$ cat src/rtl/tskf_pkg.sv
// shared types, constants and the microprogram of the two-state kalman filter
package tskf_pkg;

    // default fixed-point format
    localparam int DATA_WIDTH_DEF = 32;
    localparam int FRAC_BITS_DEF  = 16;

    // field and configuration widths
    localparam int FIELD_W   = 32;
    localparam int CFG_IDX_W = 3;

    // configuration register indexes
    localparam logic [CFG_IDX_W-1:0] CFG_STEP_DT  = 3'd0;
    localparam logic [CFG_IDX_W-1:0] CFG_OBS_POS  = 3'd1;
    localparam logic [CFG_IDX_W-1:0] CFG_OBS_VEL  = 3'd2;
    localparam logic [CFG_IDX_W-1:0] CFG_PNOISE_P = 3'd3;
    localparam logic [CFG_IDX_W-1:0] CFG_PNOISE_V = 3'd4;
    localparam logic [CFG_IDX_W-1:0] CFG_MNOISE   = 3'd5;

    // configuration reset values
    localparam logic [30:0] RST_STEP_DT  = 31'd6554;
    localparam logic [31:0] RST_OBS_POS  = 32'd65536;
    localparam logic [31:0] RST_OBS_VEL  = 32'd0;
    localparam logic [30:0] RST_PNOISE_P = 31'd1;
    localparam logic [30:0] RST_PNOISE_V = 31'd1;
    localparam logic [30:0] RST_MNOISE   = 31'd1;

    // result status codes
    localparam logic [1:0] ST_OK   = 2'd0;
    localparam logic [1:0] ST_SKIP = 2'd1;
    localparam logic [1:0] ST_SAT  = 2'd2;

    // micro operations
    typedef enum logic [2:0] {
        OP_LDX,
        OP_MUL,
        OP_ADD,
        OP_SUB,
        OP_MOV,
        OP_DIV,
        OP_CHK,
        OP_END
    } t_op;

    typedef logic [4:0] t_addr;

    // register file slots
    localparam t_addr R_POS = 5'd0;
    localparam t_addr R_VEL = 5'd1;
    localparam t_addr R_C00 = 5'd2;
    localparam t_addr R_C01 = 5'd3;
    localparam t_addr R_C10 = 5'd4;
    localparam t_addr R_C11 = 5'd5;
    localparam t_addr R_DT  = 5'd6;
    localparam t_addr R_H0  = 5'd7;
    localparam t_addr R_H1  = 5'd8;
    localparam t_addr R_Q0  = 5'd9;
    localparam t_addr R_Q1  = 5'd10;
    localparam t_addr R_RN  = 5'd11;
    localparam t_addr R_Z   = 5'd12;
    localparam t_addr R_XP0 = 5'd13;
    localparam t_addr R_R00 = 5'd14;
    localparam t_addr R_R01 = 5'd15;
    localparam t_addr R_P00 = 5'd16;
    localparam t_addr R_P10 = 5'd17;
    localparam t_addr R_P11 = 5'd18;
    localparam t_addr R_T0  = 5'd19;
    localparam t_addr R_T1  = 5'd20;
    localparam t_addr R_S   = 5'd21;
    localparam t_addr R_KP  = 5'd22;
    localparam t_addr R_KV  = 5'd23;
    localparam t_addr R_INN = 5'd24;
    localparam t_addr R_U0  = 5'd25;
    localparam t_addr R_U1  = 5'd26;
    localparam t_addr R_M   = 5'd27;
    localparam t_addr R_M2  = 5'd28;

    // external operand selects for a load
    localparam t_addr X_DT  = 5'd0;
    localparam t_addr X_H0  = 5'd1;
    localparam t_addr X_H1  = 5'd2;
    localparam t_addr X_Q0  = 5'd3;
    localparam t_addr X_Q1  = 5'd4;
    localparam t_addr X_RN  = 5'd5;
    localparam t_addr X_Z   = 5'd6;
    localparam t_addr X_LP  = 5'd7;
    localparam t_addr X_LV  = 5'd8;
    localparam t_addr X_L00 = 5'd9;
    localparam t_addr X_L01 = 5'd10;
    localparam t_addr X_L10 = 5'd11;
    localparam t_addr X_L11 = 5'd12;

    typedef struct packed {
        t_op   op;
        t_addr dst;
        t_addr a;
        t_addr b;
    } t_instr;

    // program counter and entry points
    localparam int PC_W = 7;
    localparam logic [PC_W-1:0] PC_MEAS = 7'd0;
    localparam logic [PC_W-1:0] PC_SKIP = 7'd55;
    localparam logic [PC_W-1:0] PC_LOAD = 7'd62;

    function automatic t_instr ins(input t_op op, input t_addr d, input t_addr a,
                                   input t_addr b);
        t_instr r;
        r.op  = op;
        r.dst = d;
        r.a   = a;
        r.b   = b;
        return r;
    endfunction

    // microprogram: measure update, skip path, load
    function automatic t_instr prog(input logic [PC_W-1:0] pc);
        t_instr r;
        unique case (pc)
            // operands from configuration and the item
            7'd0:  r = ins(OP_LDX, R_DT,  X_DT,  R_POS);
            7'd1:  r = ins(OP_LDX, R_H0,  X_H0,  R_POS);
            7'd2:  r = ins(OP_LDX, R_H1,  X_H1,  R_POS);
            7'd3:  r = ins(OP_LDX, R_Q0,  X_Q0,  R_POS);
            7'd4:  r = ins(OP_LDX, R_Q1,  X_Q1,  R_POS);
            7'd5:  r = ins(OP_LDX, R_RN,  X_RN,  R_POS);
            7'd6:  r = ins(OP_LDX, R_Z,   X_Z,   R_POS);
            // state and covariance prediction
            7'd7:  r = ins(OP_MUL, R_M,   R_DT,  R_VEL);
            7'd8:  r = ins(OP_ADD, R_XP0, R_POS, R_M);
            7'd9:  r = ins(OP_MUL, R_M,   R_DT,  R_C10);
            7'd10: r = ins(OP_ADD, R_R00, R_C00, R_M);
            7'd11: r = ins(OP_MUL, R_M,   R_DT,  R_C11);
            7'd12: r = ins(OP_ADD, R_R01, R_C01, R_M);
            7'd13: r = ins(OP_MUL, R_M,   R_R01, R_DT);
            7'd14: r = ins(OP_ADD, R_M,   R_R00, R_M);
            7'd15: r = ins(OP_ADD, R_P00, R_M,   R_Q0);
            7'd16: r = ins(OP_MUL, R_M,   R_C11, R_DT);
            7'd17: r = ins(OP_ADD, R_P10, R_C10, R_M);
            7'd18: r = ins(OP_ADD, R_P11, R_C11, R_Q1);
            // innovation covariance
            7'd19: r = ins(OP_MUL, R_M,   R_P00, R_H0);
            7'd20: r = ins(OP_MUL, R_M2,  R_R01, R_H1);
            7'd21: r = ins(OP_ADD, R_T0,  R_M,   R_M2);
            7'd22: r = ins(OP_MUL, R_M,   R_P10, R_H0);
            7'd23: r = ins(OP_MUL, R_M2,  R_P11, R_H1);
            7'd24: r = ins(OP_ADD, R_T1,  R_M,   R_M2);
            7'd25: r = ins(OP_MUL, R_M,   R_H0,  R_T0);
            7'd26: r = ins(OP_MUL, R_M2,  R_H1,  R_T1);
            7'd27: r = ins(OP_ADD, R_M,   R_M,   R_M2);
            7'd28: r = ins(OP_ADD, R_S,   R_RN,  R_M);
            7'd29: r = ins(OP_CHK, R_S,   R_S,   R_S);
            // gain
            7'd30: r = ins(OP_DIV, R_KP,  R_T0,  R_S);
            7'd31: r = ins(OP_DIV, R_KV,  R_T1,  R_S);
            // state update
            7'd32: r = ins(OP_MUL, R_M,   R_H0,  R_XP0);
            7'd33: r = ins(OP_MUL, R_M2,  R_H1,  R_VEL);
            7'd34: r = ins(OP_ADD, R_M,   R_M,   R_M2);
            7'd35: r = ins(OP_SUB, R_INN, R_Z,   R_M);
            7'd36: r = ins(OP_MUL, R_M,   R_KP,  R_INN);
            7'd37: r = ins(OP_ADD, R_POS, R_XP0, R_M);
            7'd38: r = ins(OP_MUL, R_M,   R_KV,  R_INN);
            7'd39: r = ins(OP_ADD, R_VEL, R_VEL, R_M);
            // covariance update
            7'd40: r = ins(OP_MUL, R_M,   R_H0,  R_P00);
            7'd41: r = ins(OP_MUL, R_M2,  R_H1,  R_P10);
            7'd42: r = ins(OP_ADD, R_U0,  R_M,   R_M2);
            7'd43: r = ins(OP_MUL, R_M,   R_H0,  R_R01);
            7'd44: r = ins(OP_MUL, R_M2,  R_H1,  R_P11);
            7'd45: r = ins(OP_ADD, R_U1,  R_M,   R_M2);
            7'd46: r = ins(OP_MUL, R_M,   R_KP,  R_U0);
            7'd47: r = ins(OP_SUB, R_C00, R_P00, R_M);
            7'd48: r = ins(OP_MUL, R_M,   R_KP,  R_U1);
            7'd49: r = ins(OP_SUB, R_C01, R_R01, R_M);
            7'd50: r = ins(OP_MUL, R_M,   R_KV,  R_U0);
            7'd51: r = ins(OP_SUB, R_C10, R_P10, R_M);
            7'd52: r = ins(OP_MUL, R_M,   R_KV,  R_U1);
            7'd53: r = ins(OP_SUB, R_C11, R_P11, R_M);
            7'd54: r = ins(OP_END, R_POS, R_POS, R_POS);
            // denominator not positive: keep the prediction
            7'd55: r = ins(OP_MOV, R_POS, R_XP0, R_XP0);
            7'd56: r = ins(OP_MOV, R_VEL, R_VEL, R_VEL);
            7'd57: r = ins(OP_MOV, R_C00, R_P00, R_P00);
            7'd58: r = ins(OP_MOV, R_C01, R_R01, R_R01);
            7'd59: r = ins(OP_MOV, R_C10, R_P10, R_P10);
            7'd60: r = ins(OP_MOV, R_C11, R_P11, R_P11);
            7'd61: r = ins(OP_END, R_POS, R_POS, R_POS);
            // load of state and covariance
            7'd62: r = ins(OP_LDX, R_POS, X_LP,  R_POS);
            7'd63: r = ins(OP_LDX, R_VEL, X_LV,  R_POS);
            7'd64: r = ins(OP_LDX, R_C00, X_L00, R_POS);
            7'd65: r = ins(OP_LDX, R_C01, X_L01, R_POS);
            7'd66: r = ins(OP_LDX, R_C10, X_L10, R_POS);
            7'd67: r = ins(OP_LDX, R_C11, X_L11, R_POS);
            default: r = ins(OP_END, R_POS, R_POS, R_POS);
        endcase
        return r;
    endfunction

endpackage

$ cat src/rtl/tskf_div.sv
// iterative restoring divider for the fixed-point gain, one quotient bit per cycle
module tskf_div #(
    parameter int DATA_WIDTH = tskf_pkg::DATA_WIDTH_DEF,
    parameter int FRAC_BITS  = tskf_pkg::FRAC_BITS_DEF
) (
    input  logic                         i_clk,
    input  logic                         i_rst_n,
    input  logic                         i_start,
    input  logic signed [DATA_WIDTH-1:0] i_num,
    input  logic signed [DATA_WIDTH-1:0] i_den,
    output logic                         o_done,
    output logic signed [DATA_WIDTH-1:0] o_q,
    output logic                         o_ovf
);
    localparam int W  = DATA_WIDTH;
    localparam int N  = DATA_WIDTH + FRAC_BITS;
    localparam int CW = $clog2(N + 1);

    logic          r_busy;
    logic          r_done;
    logic [CW-1:0] r_cnt;
    logic [N-1:0]  r_dvd;
    logic [W-1:0]  r_rem;
    logic [W-1:0]  r_den;
    logic          r_neg;

    logic [W-1:0]  w_mag;
    logic [W:0]    w_rem_sh;
    logic [W:0]    w_diff;
    logic          w_ge;
    logic [N-1:0]  w_lim;
    logic [N-1:0]  w_qm;
    logic [W-1:0]  w_ql;

    // one shift-subtract step
    always_comb begin
        w_mag    = i_num[W-1] ? (~i_num + 1'b1) : i_num;
        w_rem_sh = {r_rem, r_dvd[N-1]};
        w_diff   = w_rem_sh - {1'b0, r_den};
        w_ge     = w_rem_sh >= {1'b0, r_den};
    end

    always_ff @(posedge i_clk) begin
        if (!i_rst_n) begin
            r_busy <= 1'b0;
            r_done <= 1'b0;
            r_cnt  <= '0;
        end else if (i_start) begin
            r_busy <= 1'b1;
            r_done <= 1'b0;
            r_cnt  <= CW'(N);
            r_neg  <= i_num[W-1];
            r_dvd  <= {w_mag, {FRAC_BITS{1'b0}}};
            r_rem  <= '0;
            r_den  <= i_den;
        end else if (r_busy) begin
            r_rem  <= w_ge ? w_diff[W-1:0] : w_rem_sh[W-1:0];
            r_dvd  <= {r_dvd[N-2:0], w_ge};
            r_cnt  <= r_cnt - 1'b1;
            if (r_cnt == CW'(1)) begin
                r_busy <= 1'b0;
                r_done <= 1'b1;
            end
        end else begin
            r_done <= 1'b0;
        end
    end

    // saturate the magnitude and restore the sign
    always_comb begin
        w_lim = {{(FRAC_BITS + 1){1'b0}}, {(W - 1){1'b1}}} + N'(r_neg);
        o_ovf = r_dvd > w_lim;
        w_qm  = o_ovf ? w_lim : r_dvd;
        w_ql  = w_qm[W-1:0];
        o_q   = r_neg ? (~w_ql + 1'b1) : w_ql;
    end

    assign o_done = r_done;

endmodule

$ cat config.mk
export PLATFORM = sky130hd
export DESIGN_NAME = tskf_div
export DESIGN_NICKNAME = d
export VERILOG_FILES = /design/src/rtl/tskf_pkg.sv /design/src/rtl/tskf_div.sv
export SDC_FILE = /design/constraint.sdc
export NUM_CORES = 1
export LEC_CHECK = 0
export BUFFER_PORTS_ARGS = -buffer_cell sky130_fd_sc_hd__buf_2
export CAP_MARGIN = 5
export CORE_MARGIN = 5
export CORE_UTILIZATION = 45
export DETAILED_ROUTE_END_ITERATION = 8
export PLACE_DENSITY = 0.61
export SLEW_MARGIN = 20
export SYNTH_ARGS = -nofsm -noshare
export SYNTH_HDL_FRONTEND = slang
export SYNTH_SLANG_ARGS = --single-unit
$ cat constraint.sdc
create_clock -name i_clk -period 10.8 [get_ports i_clk]
set_input_delay 2.16 -clock i_clk [delete_from_list [all_inputs] [get_ports i_clk]]
set_output_delay 2.16 -clock i_clk [all_outputs]
set_load 0.02 [all_outputs]
# Word level (Yosys, flattened, before mapping)

Index checks and enable logic that the tools add are counted.
W data, S select, Z words.

Mux-type cells: 12
$add $sub $neg: 5
Magnitude comparators: 2
Bitwise logic cells: 4
Eq/ne operators: 1
Reduce and logical (&&, ||, !) cells: 5

Operators by type and width:

| kind                    | count |
|---|---|
| $mux W32                | 5 |
| $mux W48                | 2 |
| $add A32 B1 Y32 const B | 2 |
| $not A32 Y32            | 2 |
| $gt A48 B32 Y1          | 1 |
| $ge A33 B32 Y1          | 1 |
| $add A31 B1 Y32 const A | 1 |
| $sub A32 B32 Y32        | 1 |
| $mux W6                 | 2 |
| $eq A6 B1 Y1 const B    | 1 |
| $sub A6 B1 Y6 const B   | 1 |
| $reduce_and A2 Y1       | 2 |
| $mux W1                 | 3 |
| $reduce_or A3 Y1        | 1 |
| $not A1 Y1              | 2 |
| $reduce_bool A2 Y1      | 1 |
| $reduce_or A2 Y1        | 1 |

Logic and storage cells: 38
Output and inout bits: 34
Flip-flop bits (word level): 121

# Logic depth before layout (Yosys ltp)

Gate-level depths: netlist (run 1).

Depth in word-level cells: 6
Gate-level depth with buffers: 24

# Worst setup path after synthesis (run 1)

Ideal clock, no wire load.

Path type: register -> output
Start point: reg r_neg
End point: out o_q[30]
Data required time: 8640 ps
Setup slack: 3544 ps
Path buffers: 5
Cell stages (with the launch flop): 21
Arrival time: 5096 ps
Cell sequence: edfxtp_1 -> clkbuf_1 -> clkinv_1 -> clkbuf_1 -> ha_1 -> nand4_1 -> nor4_1 -> a32o_1 -> clkbuf_1 -> clkbuf_1 -> nor2_1 -> a21oi_1 -> ha_1 -> clkbuf_1 -> inv_1 -> nor3_1 -> nand4_1 -> or2_2 -> o21ai_0 -> xor2_1 -> a21oi_1

Longest elaborated chain between the ends: 6

Ends and longest elaborated chain:

| what                     | RTL line       | RTL |
|---|---|---|
| start: declaration       | tskf_div.sv:25 | `logic r_neg;` |
| start signal: assignment | tskf_div.sv:52 | `r_neg <= i_num[W-1];` |
| $add A31 B1 Y32          | tskf_div.sv:71 | `w_lim = {{(FRAC_BITS + 1){1'b0}}, {(W - 1){1'b1}}} + N'(r_neg);` |
| $gt A48 B32 Y1           | tskf_div.sv:72 | `o_ovf = r_dvd > w_lim;` |
| $mux W32                 | tskf_div.sv:73 | `w_qm = o_ovf ? w_lim : r_dvd;` |
| $not A32 Y32             | tskf_div.sv:75 | `o_q = r_neg ? (~w_ql + 1'b1) : w_ql;` |
| $add A32 B1 Y32          | tskf_div.sv:75 |  |
| $mux W32 *               | tskf_div.sv:75 |  |
| end: declaration         | tskf_div.sv:12 | `output logic signed [DATA_WIDTH-1:0] o_q,` |

Every way passes the cells marked *; elsewhere a longest branch is shown, timed or not.

# Worst setup path after layout (run 1)

Ends and elaborated chain as after synthesis.

==> impl_metrics.toml, run 1 <==
[die]
core_area_um2 = 19300
fp.dieH_um = 150
floorplan.rows = 51
area_enclosed_by_the_die_boundary_um2 = 22400
io_pins = 101
die_w_um = 150
initial_core_util_pct = 45.5

[place]
dp_hpwl_mm = 15.1
gp_congestion = 0.887
port-buffer-count = 100

[critical_path]
worstSetupPathType = "reg -> out"
critPathRequiredTime_ns = 8.64
crit_path_end_kind = "primary output"
critical_path_fanouts_max = 37
worstReg2RegEnd = "r_rem[26]$_SDFFCE_PP0P_"
worstPathArrival_ns = 5.74
rrSetupSlack_ns = 6.54
start_kind = "flop"
r2r_start = "r_rem[12]$_SDFFCE_PP0P_"
number_of_cells_traversed_by_the_worst_register_to_register_path = 10

[min_path]
worst_hold_startpoint = "o_done$_SDFFE_PP0P_"
holdPathStages = 2
hp_class = "reg -> reg"
whs_endpoint = "o_done$_SDFFE_PP0P_"

[synthesis]
synth_seq_cells = 121
synthFlopType = "sky130_fd_sc_hd__edfxtp_1"
synth.lib_cells_used.distinct = 64
asyncSetResetFlopFracSynth_pct = 0
synthesized_nets = 1074
post_synth_instance_area_um2 = 8790
synth_enable_flop_cells = 113
netlist_instances = 938
synthesis.area_per_instance_um2 = 9.37
yosysSeqAreaShare_pct = 40.4
yosys_warnings = 0

[global_route]
grt_start_max_net_pins = 84
met1_usage_pct = 25.0
grt_busiest_layer = "met2"
grtUsageMet3_pct = 3.24
global_route.overflow_total = 0
grt_first_pass_wirelength_mm = 34.5
grt_util_met2_pct = 32.2
number_of_antenna_violations_at_the_first_check_in_global_routing = 0
globalRouteTotalUtil_pct = 18.9
number_of_global_route_vias_before_repair = 6938

[final_layout]
n_fill_cell = 1863
fin_nets = 1165
sequential_cell_area_um2 = 3550
multi_input_comb_area_um2 = 4880
post_route_cells_drive_above_1_share_pct = 15.3
synthToLayoutAreaGrowth_pct = 14.7
n_antenna_cell = 0
utilization_pct = 52.2

[cts]
cts.root.buffer_cell = "sky130_fd_sc_hd__clkbuf_16"
cts_hold_buffers = 0
postCtsSetupBuffers = 0
gates_resized_cts_repair = 0
cts_tree = "done"
path_clk_slew_ns = 0.05
clk_path_buf_depth = 2
numCtsBuffers = 17
insertion_delay_ns = 0.42
cts.htree.levels = 4
clock_sinks = 121

[sta]
worst_pin_slew_ns = 0.958
setup_repair_after_global_routing_missed_its_margin = "no"
slew_headroom_pct = 36.2
finalSetupViolations = 0
finalMaxSlewViolations = 0
final_hold_viol_count = 0
fin_worst_skew_ns = 0.0126
max_freq_mhz = 127
finalSetupTns_ns = 0
final_min_period_over_clock_period_pct = 73.2
period_needed_ns = 7.90

[pwr]
clockPowerShare_pct = 35.3
seqPwrFrac_pct = 39.8
worst_ir_drop_vdd_mv = 0.104
internal_power_mw = 1.05
power_density_nw_per_um2 = 149
comb_power_share_pct = 24.9
total_leakage_power_nw = 4.12
switchingPower_mw = 0.445
switching_share_pct = 29.7

[detailed_routing]
wl_per_cell_um = 16.1
drt_first_pass_iters = 5
routed_wirelength_mm = 21.0
drtIter0Drc = 374
count_of_nets_left_with_antenna_violations_after_detail_routing = 0
via_count = 7209
routed_via_density = 5.52
drt_drc_violations_left = 0

[outcome]
status = "complete, no violations"

[flow_run]
max_cap_violations = 0
==> synthesized netlist by cell type (4+ instances only) <==
cell type	number	share of area, %
sky130_fd_sc_hd__a21o_1	24	2.0
sky130_fd_sc_hd__nand2_1	57	2.4
sky130_fd_sc_hd__nor2_1	95	4.1
sky130_fd_sc_hd__dfxtp_1	8	1.8
sky130_fd_sc_hd__o21ai_0	44	2.5
sky130_fd_sc_hd__a211oi_1	9	0.77
sky130_fd_sc_hd__o31ai_1	17	1.5
sky130_fd_sc_hd__a31oi_1	12	0.85
sky130_fd_sc_hd__mux2i_1	19	2.2
sky130_fd_sc_hd__a21boi_0	4	0.34
sky130_fd_sc_hd__a2bb2oi_1	6	0.60
sky130_fd_sc_hd__o21a_1	12	1.0
sky130_fd_sc_hd__buf_1	4	0.17
sky130_fd_sc_hd__a21oi_1	92	5.2
sky130_fd_sc_hd__or4_1	13	1.1
sky130_fd_sc_hd__ha_1	68	9.7
sky130_fd_sc_hd__and3_1	4	0.28
sky130_fd_sc_hd__nand4_1	18	1.3
sky130_fd_sc_hd__xor2_1	45	4.5
sky130_fd_sc_hd__inv_1	61	2.6
sky130_fd_sc_hd__a211o_1	4	0.40
sky130_fd_sc_hd__nand2b_1	9	0.64
sky130_fd_sc_hd__nor3_1	21	1.2
sky130_fd_sc_hd__edfxtp_1	113	39
sky130_fd_sc_hd__o41ai_1	5	0.50
sky130_fd_sc_hd__or3_1	12	0.85
sky130_fd_sc_hd__o311ai_0	6	0.60
sky130_fd_sc_hd__nor2b_1	21	1.5
sky130_fd_sc_hd__nand3_1	10	0.57
sky130_fd_sc_hd__nand3b_1	9	0.77
sky130_fd_sc_hd__a31o_2	4	0.40
sky130_fd_sc_hd__xnor2_1	20	2.0
sky130_fd_sc_hd__clkbuf_1	28	1.2
sky130_fd_sc_hd__nor4_1	11	0.78
sky130_fd_sc_hd__or2_2	12	0.85
==> worst max-delay path by stage <==
stage	from	end
final	r_neg$_DFFE_PP_	o_q[30]
after global routing	r_neg$_DFFE_PP_	o_q[30]
after CTS	r_neg$_DFFE_PP_	o_q[30]
after detailed placement	r_neg$_DFFE_PP_	o_q[30]
after global placement	r_neg$_DFFE_PP_	o_q[30]
after floorplan	r_neg$_DFFE_PP_	o_q[30]
==> through the flow <==
stage | cells | setup WS (ns) | hold WS, ns | total power, mW | cell area [µm²]
floorplan | 938 | 3.54 | 0.469 | 0.882 | 8790
global placement | 1275 | 3.54 | 0.480 | 0.974 | 9550
detailed placement | 1275 | 3.45 | 0.488 | 0.979 | 9550
CTS | 1305 | 2.96 | 0.496 | 1.51 | 10100
global route | 1305 | 2.39 | 0.532 | 1.58 | 10100
finish | 1305 | 2.90 | 0.497 | 1.50 | 10100
==> layout make-up <==
class	count	area share [%]
clock buffer	18	4.25
clock inverter	12	1.09
inverter	62	2.31
multi-input combinational	721	48.4
sequential	121	35.2
tap	265	3.29
timing repair buffer	106	5.43
==> flip-flops by register name, summed over array words and instances, names as in the netlist <==
signal,flops
r_rem,32
r_cnt,6
r_neg,1
r_dvd,48
r_busy,1
o_done,1
r_den,32
==> cell families after synthesis <==
group                    share of synthesized area [%]
AND/OR/NAND/NOR                                   17.7
adder cells (fa/ha/maj)                           9.90
AO/OA/AOI/OAI                                     18.9
XOR/XNOR                                          6.47
flip-flops                                        40.4
buffers and inverters                             4.13
multiplexers                                      2.55
==> worst max-delay path, cell delays in order (launching register included) <==
cell                       delay (ns)
sky130_fd_sc_hd__edfxtp_1        0.82
sky130_fd_sc_hd__clkinv_1        0.68
sky130_fd_sc_hd__ha_1            0.52
sky130_fd_sc_hd__nand4_1         0.12
sky130_fd_sc_hd__nor4_1          0.40
sky130_fd_sc_hd__o41ai_1         0.14
sky130_fd_sc_hd__a32o_1          0.28
sky130_fd_sc_hd__buf_4           0.25
sky130_fd_sc_hd__a21oi_1         0.25
sky130_fd_sc_hd__ha_1            0.36
sky130_fd_sc_hd__inv_1           0.20
sky130_fd_sc_hd__nor3_1          0.20
sky130_fd_sc_hd__nand4_1         0.16
sky130_fd_sc_hd__or2_2           0.34
sky130_fd_sc_hd__o21ai_0         0.19
sky130_fd_sc_hd__xor2_1          0.16
sky130_fd_sc_hd__a21oi_1         0.07
sky130_fd_sc_hd__buf_2           0.19
==> power by group through the flow <==
stage               combinational (mW)  sequential, mW  clock, mW
CTS                              0.376           0.596      0.540
global route                     0.421           0.602      0.562
detailed placement               0.374           0.605          0
finish                           0.373           0.597      0.530
global placement                 0.369           0.605          0
floorplan                        0.288           0.594          0
==> cell usage in the layout, fill, tap and decap left out, drive strengths merged, types with 10 or more instances in the layout <==
cell type / netlist / routed
nor2b: 21 / 21
ha: 68 / 68
o31ai: 17 / 17
o21a: 12 / 12
nor3: 21 / 21
nor2: 95 / 95
nand2: 57 / 57
nor4: 11 / 11
edfxtp: 113 / 113
or4: 16 / 16
or3: 14 / 14
a31oi: 12 / 12
inv: 61 / 61
nand4: 18 / 18
a21o: 24 / 24
xnor2: 20 / 20
o21ai: 44 / 44
nand3: 10 / 10
a21oi: 92 / 92
buf: 6 / 106
or2: 12 / 12
mux2i: 19 / 19
clkbuf: 28 / 18
xor2: 45 / 45
==> metal layers <==
metal / routed length, µm / vias to the layer above
met5: 0 / -
li1: - / 3665
met2: 10100 / 139
met1: 9810 / 3387
met3: 833 / 18
met4: 244 / 0
Note: power is estimated with default switching activity, not from simulation.
==> run 2: changes to the inputs <==
--- a/config.mk
+++ b/config.mk
@@ -10,7 +10,7 @@
 export CORE_MARGIN = 5
 export CORE_UTILIZATION = 45
 export DETAILED_ROUTE_END_ITERATION = 8
-export PLACE_DENSITY = 0.61
+export PLACE_DENSITY = 0.64
 export SLEW_MARGIN = 20
 export SYNTH_ARGS = -nofsm -noshare
 export SYNTH_HDL_FRONTEND = slang
==> constraint.sdc (replaced) <==
create_clock -name i_clk -period 7.05 [get_ports i_clk]
set_input_delay 1.41 -clock i_clk [delete_from_list [all_inputs] [get_ports i_clk]]
set_output_delay 1.41 -clock i_clk [all_outputs]
set_load 0.02 [all_outputs]
==> impl_metrics.toml, run 2 (synthesis gave the netlist of run 1 again) <==
[sta]
final_hold_viol_count = 0
worst_pin_slew_ns = 1.07
fin_worst_skew_ns = 0.0108
finalSetupTns_ns = 0
period_needed_ns = 6.50
final_min_period_over_clock_period_pct = 92.2
setup_repair_after_global_routing_missed_its_margin = "no"
slew_headroom_pct = 28.9
fin_hold_ws_ns = 0.505
finalSetupViolations = 0
finalMaxSlewViolations = 0
max_freq_mhz = 154

[final_layout]
finish.cell_count_without_fillers = 1311
final_cell_mix = "sky130_fd_sc_hd__edfxtp_1, sky130_fd_sc_hd__buf_2, sky130_fd_sc_hd__nor2_1"
most_common_cell_after_layout_fill_and_taps_aside = "sky130_fd_sc_hd__edfxtp_1"
sequential_cell_area_um2 = 3550
multi_input_comb_area_um2 = 4890
largest_reg_flops = 48
fin_nets = 1169
reg.largest.list = "r_dvd: 48 flops, r_den: 32 flops, r_rem: 32 flops"
top_register = "r_dvd"
utilization_pct = 52.8
n_antenna_cell = 0
n_fill_cell = 1770
post_route_cells_drive_above_1_share_pct = 16.3
synthToLayoutAreaGrowth_pct = 16.1

[cts]
clk_path_buf_depth = 2
numCtsBuffers = 17
clock_sinks = 121
gates_resized_cts_repair = 0
cts_hold_buffers = 0
path_clk_slew_ns = 0.05
cts.htree.levels = 4
cts.root.buffer_cell = "sky130_fd_sc_hd__clkbuf_16"
cts_tree = "done"
insertion_delay_ns = 0.42
postCtsSetupBuffers = 0

[place]
place.detailed.instances = 1279
dp_hpwl_mm = 14.9
gp_congestion = 0.914
port-buffer-count = 100

[critical_path]
worst_path_cell_chain = "buf_4, ha_1, nand4_1, or2_2, nor4_1, o41ai_1, a32o_2, a21oi_1, ha_1, inv_1, nor3_1, nand4_1, or2_2, o21ai_0, xor2_1, a21oi_1, buf_2"
critPathRequiredTime_ns = 5.64
start_kind = "flop"
worstSetupPathType = "reg -> out"
critical-path-slowest-cell = "sky130_fd_sc_hd__edfxtp_1"
critical_path_fanouts_max = 20
worstPathArrival_ns = 5.09
crit_path_end_kind = "primary output"
max_stage_delay_ns = 0.57

[detailed_routing]
routed_wirelength_mm = 20.7
routed_via_density = 5.57
drt_drc_violations_left = 0
drt_first_pass_iters = 5
count_of_nets_left_with_antenna_violations_after_detail_routing = 0
drtIter0Drc = 360
wl_per_cell_um = 15.8
via_count = 7296

[die]
floorplan.rows = 51
initial_core_util_pct = 45.5
core_area_um2 = 19300
io_pins = 101
die_w_um = 150
area_enclosed_by_the_die_boundary_um2 = 22400
fp.dieH_um = 150

[global_route]
grt_start_max_net_pins = 107
number_of_global_route_vias_before_repair = 6952
number_of_antenna_violations_at_the_first_check_in_global_routing = 0
globalRouteTotalUtil_pct = 18.5
grt_first_pass_wirelength_mm = 33.8
global_route.overflow_total = 0

[min_path]
hp_class = "reg -> reg"

[pwr]
worst_ir_drop_vdd_mv = 0.188
power_density_nw_per_um2 = 237
total_leakage_power_nw = 4.18

[outcome]
status = "complete, no violations"

[flow_run]
max_cap_violations = 0
==> run 2: cell types whose count changed in the layout (fill, tap and decap cells not counted), moves of 2 or more <==
cell / before / now
sky130_fd_sc_hd__clkbuf_8: 0 / 2
sky130_fd_sc_hd__clkinvlp_4: 2 / 5
sky130_fd_sc_hd__buf_4: 7 / 11
sky130_fd_sc_hd__clkinv_1: 5 / 1
sky130_fd_sc_hd__bufinv_16: 2 / 4
==> run 2: critical path, delay by kind of cell, from the launching register on <==
| kind | cells | cell delay [ns] |
|---|---|---|
| and+or+nand+nor | 6 | 1.55 |
| AOI/OAI and AO/OA | 5 | 1.05 |
| adders and majority gates | 2 | 0.69 |
| buffers and inverters | 3 | 0.66 |
| DFF | 1 | 0.57 |
| xor gates and xnor gates | 1 | 0.16 |
==> run 2: area by class of cell <==
cell class | count | area share (%)
multi-input combinational | 721 | 47.8
sequential | 121 | 34.8
timing repair buffer | 110 | 5.66
clock buffer | 20 | 4.47
tap | 265 | 3.25
inverter | 62 | 2.28
clock inverter | 12 | 1.69
==> run 2: power by group <==
part,total (mW),switching [mW],internal [mW]
logic,0.575,0.329,0.246
registers,0.913,0.0484,0.864
clock network,0.929,0.321,0.608
total,2.42,0.698,1.72
==> run 2: metrics by stage <==
| stage | total power [mW] | cell area, µm² | setup WS, ns |
|---|---|---|---|
| 3_5_place_dp | 1.50 | 9580 | 0.852 |
| 6_report | 2.42 | 10200 | 0.552 |
| 2_1_floorplan | 1.35 | 8790 | 0.544 |
| 5_1_grt | 2.54 | 10200 | 0.138 |
| 4_1_cts | 2.44 | 10200 | 0.407 |
| 3_3_place_gp | 1.49 | 9580 | 0.997 |
==> run 2: per-layer routing <==
layer,part of all wire [%],track usage (%)
met5,0,0
met4,1.9,5.67
met3,4.3,3.42
met2,48,31.6
met1,46,24.0
==> run 2: path summary, 6_finish.rpt <==
kind,start,to,slack [ns],cells after the start
setup / recovery,r_neg$_DFFE_PP_,o_q[30],0.55,17
hold / removal,r_cnt[1]$_SDFFE_PP0P_,r_cnt[1]$_SDFFE_PP0P_,0.50,2
setup reg to reg,r_rem[11]$_SDFFCE_PP0P_,r_rem[10]$_SDFFCE_PP0P_,2.80,10
hold reg to reg,r_cnt[1]$_SDFFE_PP0P_,r_cnt[1]$_SDFFE_PP0P_,0.50,2
==> run 3: changes to the inputs <==
--- a/config.mk
+++ b/config.mk
@@ -8,9 +8,9 @@
 export BUFFER_PORTS_ARGS = -buffer_cell sky130_fd_sc_hd__buf_2
 export CAP_MARGIN = 5
 export CORE_MARGIN = 5
-export CORE_UTILIZATION = 45
+export CORE_UTILIZATION = 41
 export DETAILED_ROUTE_END_ITERATION = 8
-export PLACE_DENSITY = 0.64
+export PLACE_DENSITY = 0.59
 export SLEW_MARGIN = 20
 export SYNTH_ARGS = -nofsm -noshare
 export SYNTH_HDL_FRONTEND = slang
==> constraint.sdc (replaced) <==
create_clock -name i_clk -period 7.05 [get_ports i_clk]
set_input_delay 1.0575 -clock i_clk [delete_from_list [all_inputs] [get_ports i_clk]]
set_output_delay 1.0575 -clock i_clk [all_outputs]
set_load 0.02 [all_outputs]
==> impl_metrics.toml, run 3 (synthesis gave the netlist of run 1 again) <==
[sta]
slew_headroom_pct = 25.7
final_min_period_over_clock_period_pct = 89.7
fin_worst_skew_ns = 0.00591
finalMaxSlewViolations = 0
final_hold_viol_count = 0
worst_pin_slew_ns = 1.11
finalSetupTns_ns = 0
period_needed_ns = 6.32
layout_setup_ws_ns = 0.726
finalSetupViolations = 0
max_freq_mhz = 158
setup_repair_after_global_routing_missed_its_margin = "no"

[cts]
cts.htree.levels = 4
clk_path_buf_depth = 2
clock_sinks = 121
cts_tree = "done"
insertion_delay_ns = 0.42
cts.root.buffer_cell = "sky130_fd_sc_hd__clkbuf_16"
numCtsBuffers = 17
path_clk_slew_ns = 0.06
cts_hold_buffers = 0

[die]
core_area_um2 = 21100
area_enclosed_by_the_die_boundary_um2 = 24500
io_pins = 101
fp.dieH_um = 156
die_w_um = 156
floorplan.rows = 53
initial_core_util_pct = 41.7

[final_layout]
utilization_pct = 48.3
n_antenna_cell = 0
finish.cell_count_without_fillers = 1320
fin_nets = 1168
most_common_cell_after_layout_fill_and_taps_aside = "sky130_fd_sc_hd__edfxtp_1"
reg.largest.list = "r_dvd: 48 flops, r_den: 32 flops, r_rem: 32 flops"
top_register = "r_dvd"
largest_reg_flops = 48
final_cell_mix = "sky130_fd_sc_hd__edfxtp_1, sky130_fd_sc_hd__buf_2, sky130_fd_sc_hd__nor2_1"
synthToLayoutAreaGrowth_pct = 15.9
post_route_cells_drive_above_1_share_pct = 16.2

[detailed_routing]
via_count = 7298
routed_via_density = 5.53
drtIter0Drc = 351
wl_per_cell_um = 16.1
routed_wirelength_mm = 21.2
drt_drc_violations_left = 0
drt_first_pass_iters = 5
count_of_nets_left_with_antenna_violations_after_detail_routing = 0

[critical_path]
critical_path_fanouts_max = 19
critPathRequiredTime_ns = 5.99
worstPathArrival_ns = 5.27
worstSetupPathType = "reg -> out"
start_kind = "flop"
crit_path_end_kind = "primary output"

[pwr]
power_density_nw_per_um2 = 233
worst_ir_drop_vdd_mv = 0.185
total_leakage_power_nw = 4.17

[global_route]
number_of_antenna_violations_at_the_first_check_in_global_routing = 0
global_route.overflow_total = 0
grt_start_max_net_pins = 82
number_of_global_route_vias_before_repair = 6897
globalRouteTotalUtil_pct = 17.2
grt_first_pass_wirelength_mm = 34.4

[place]
port-buffer-count = 100
pre_cts_ws_ns = 0.963
gp_congestion = 0.899
dp_hpwl_mm = 15.2
place.detailed.instances = 1288

[flow_run]
max_cap_violations = 0

[min_path]
hp_class = "reg -> reg"

[outcome]
status = "complete, no violations"
==> run 3: critical path: stages, from the launching register on <==
cell and delay, ns:
sky130_fd_sc_hd__edfxtp_1 0.63, sky130_fd_sc_hd__buf_4 0.32, sky130_fd_sc_hd__ha_1 0.19, sky130_fd_sc_hd__a21o_1 0.17, sky130_fd_sc_hd__a21o_1 0.17, sky130_fd_sc_hd__a21oi_1 0.16
sky130_fd_sc_hd__o22ai_1 0.11, sky130_fd_sc_hd__o41ai_1 0.35, sky130_fd_sc_hd__a32o_2 0.49, sky130_fd_sc_hd__nor2_1 0.15, sky130_fd_sc_hd__a21oi_1 0.20, sky130_fd_sc_hd__ha_1 0.35
sky130_fd_sc_hd__inv_1 0.19, sky130_fd_sc_hd__nor3_1 0.22, sky130_fd_sc_hd__nand4_1 0.18, sky130_fd_sc_hd__or2_2 0.35, sky130_fd_sc_hd__o21ai_0 0.19, sky130_fd_sc_hd__xor2_1 0.16
sky130_fd_sc_hd__a21oi_1 0.08, sky130_fd_sc_hd__buf_2 0.20
==> run 3: path summary, 6_finish.rpt <==
kind / start / endpoint / slack [ns] / cells past startpoint
min: o_done$_SDFFE_PP0P_ / o_done$_SDFFE_PP0P_ / 0.50 / 2
max: r_neg$_DFFE_PP_ / o_q[30] / 0.73 / 19
max reg2reg: r_rem[12]$_SDFFCE_PP0P_ / r_rem[10]$_SDFFCE_PP0P_ / 2.80 / 10
min reg2reg: o_done$_SDFFE_PP0P_ / o_done$_SDFFE_PP0P_ / 0.50 / 2
==> run 3: per-layer routing <==
| metal | global-route usage [%] | part of all wire (%) |
|---|---|---|
| met4 | 5.00 | 1.6 |
| met5 | 0 | 0 |
| met2 | 28.9 | 48 |
| met3 | 3.10 | 4.7 |
| met1 | 22.8 | 46 |
==> run 3: layout make-up <==
class | count | area (µm²)
sequential | 121 | 3550
fill | 2009 | 10900
clock buffer | 17 | 425
multi-input combinational | 721 | 4890
clock inverter | 15 | 176
timing repair buffer | 109 | 571
inverter | 62 | 233
tap | 275 | 344
==> run 3: power breakdown <==
group	leakage, nW	total (mW)	switching, mW	internal, mW
combinational	2.73	0.575	0.330	0.245
sequential	1.15	0.913	0.0488	0.864
clock	0.291	0.888	0.332	0.556
total	4.17	2.38	0.711	1.67
==> run 3: timing repair <==
item	4_1_cts	5_1_grt
endpoints found under the setup margin	0	1
setup buffers	0	0
gates resized for setup	0	1
==> run 3: through the flow <==
step                power, mW  hold WS (ns)  area [µm²]
finish                   2.38         0.498       10200
global route             2.51         0.537       10200
CTS                      2.40         0.499       10200
detailed placement       1.50         0.491        9590
global placement         1.50         0.485        9590
floorplan                1.35         0.469        8790
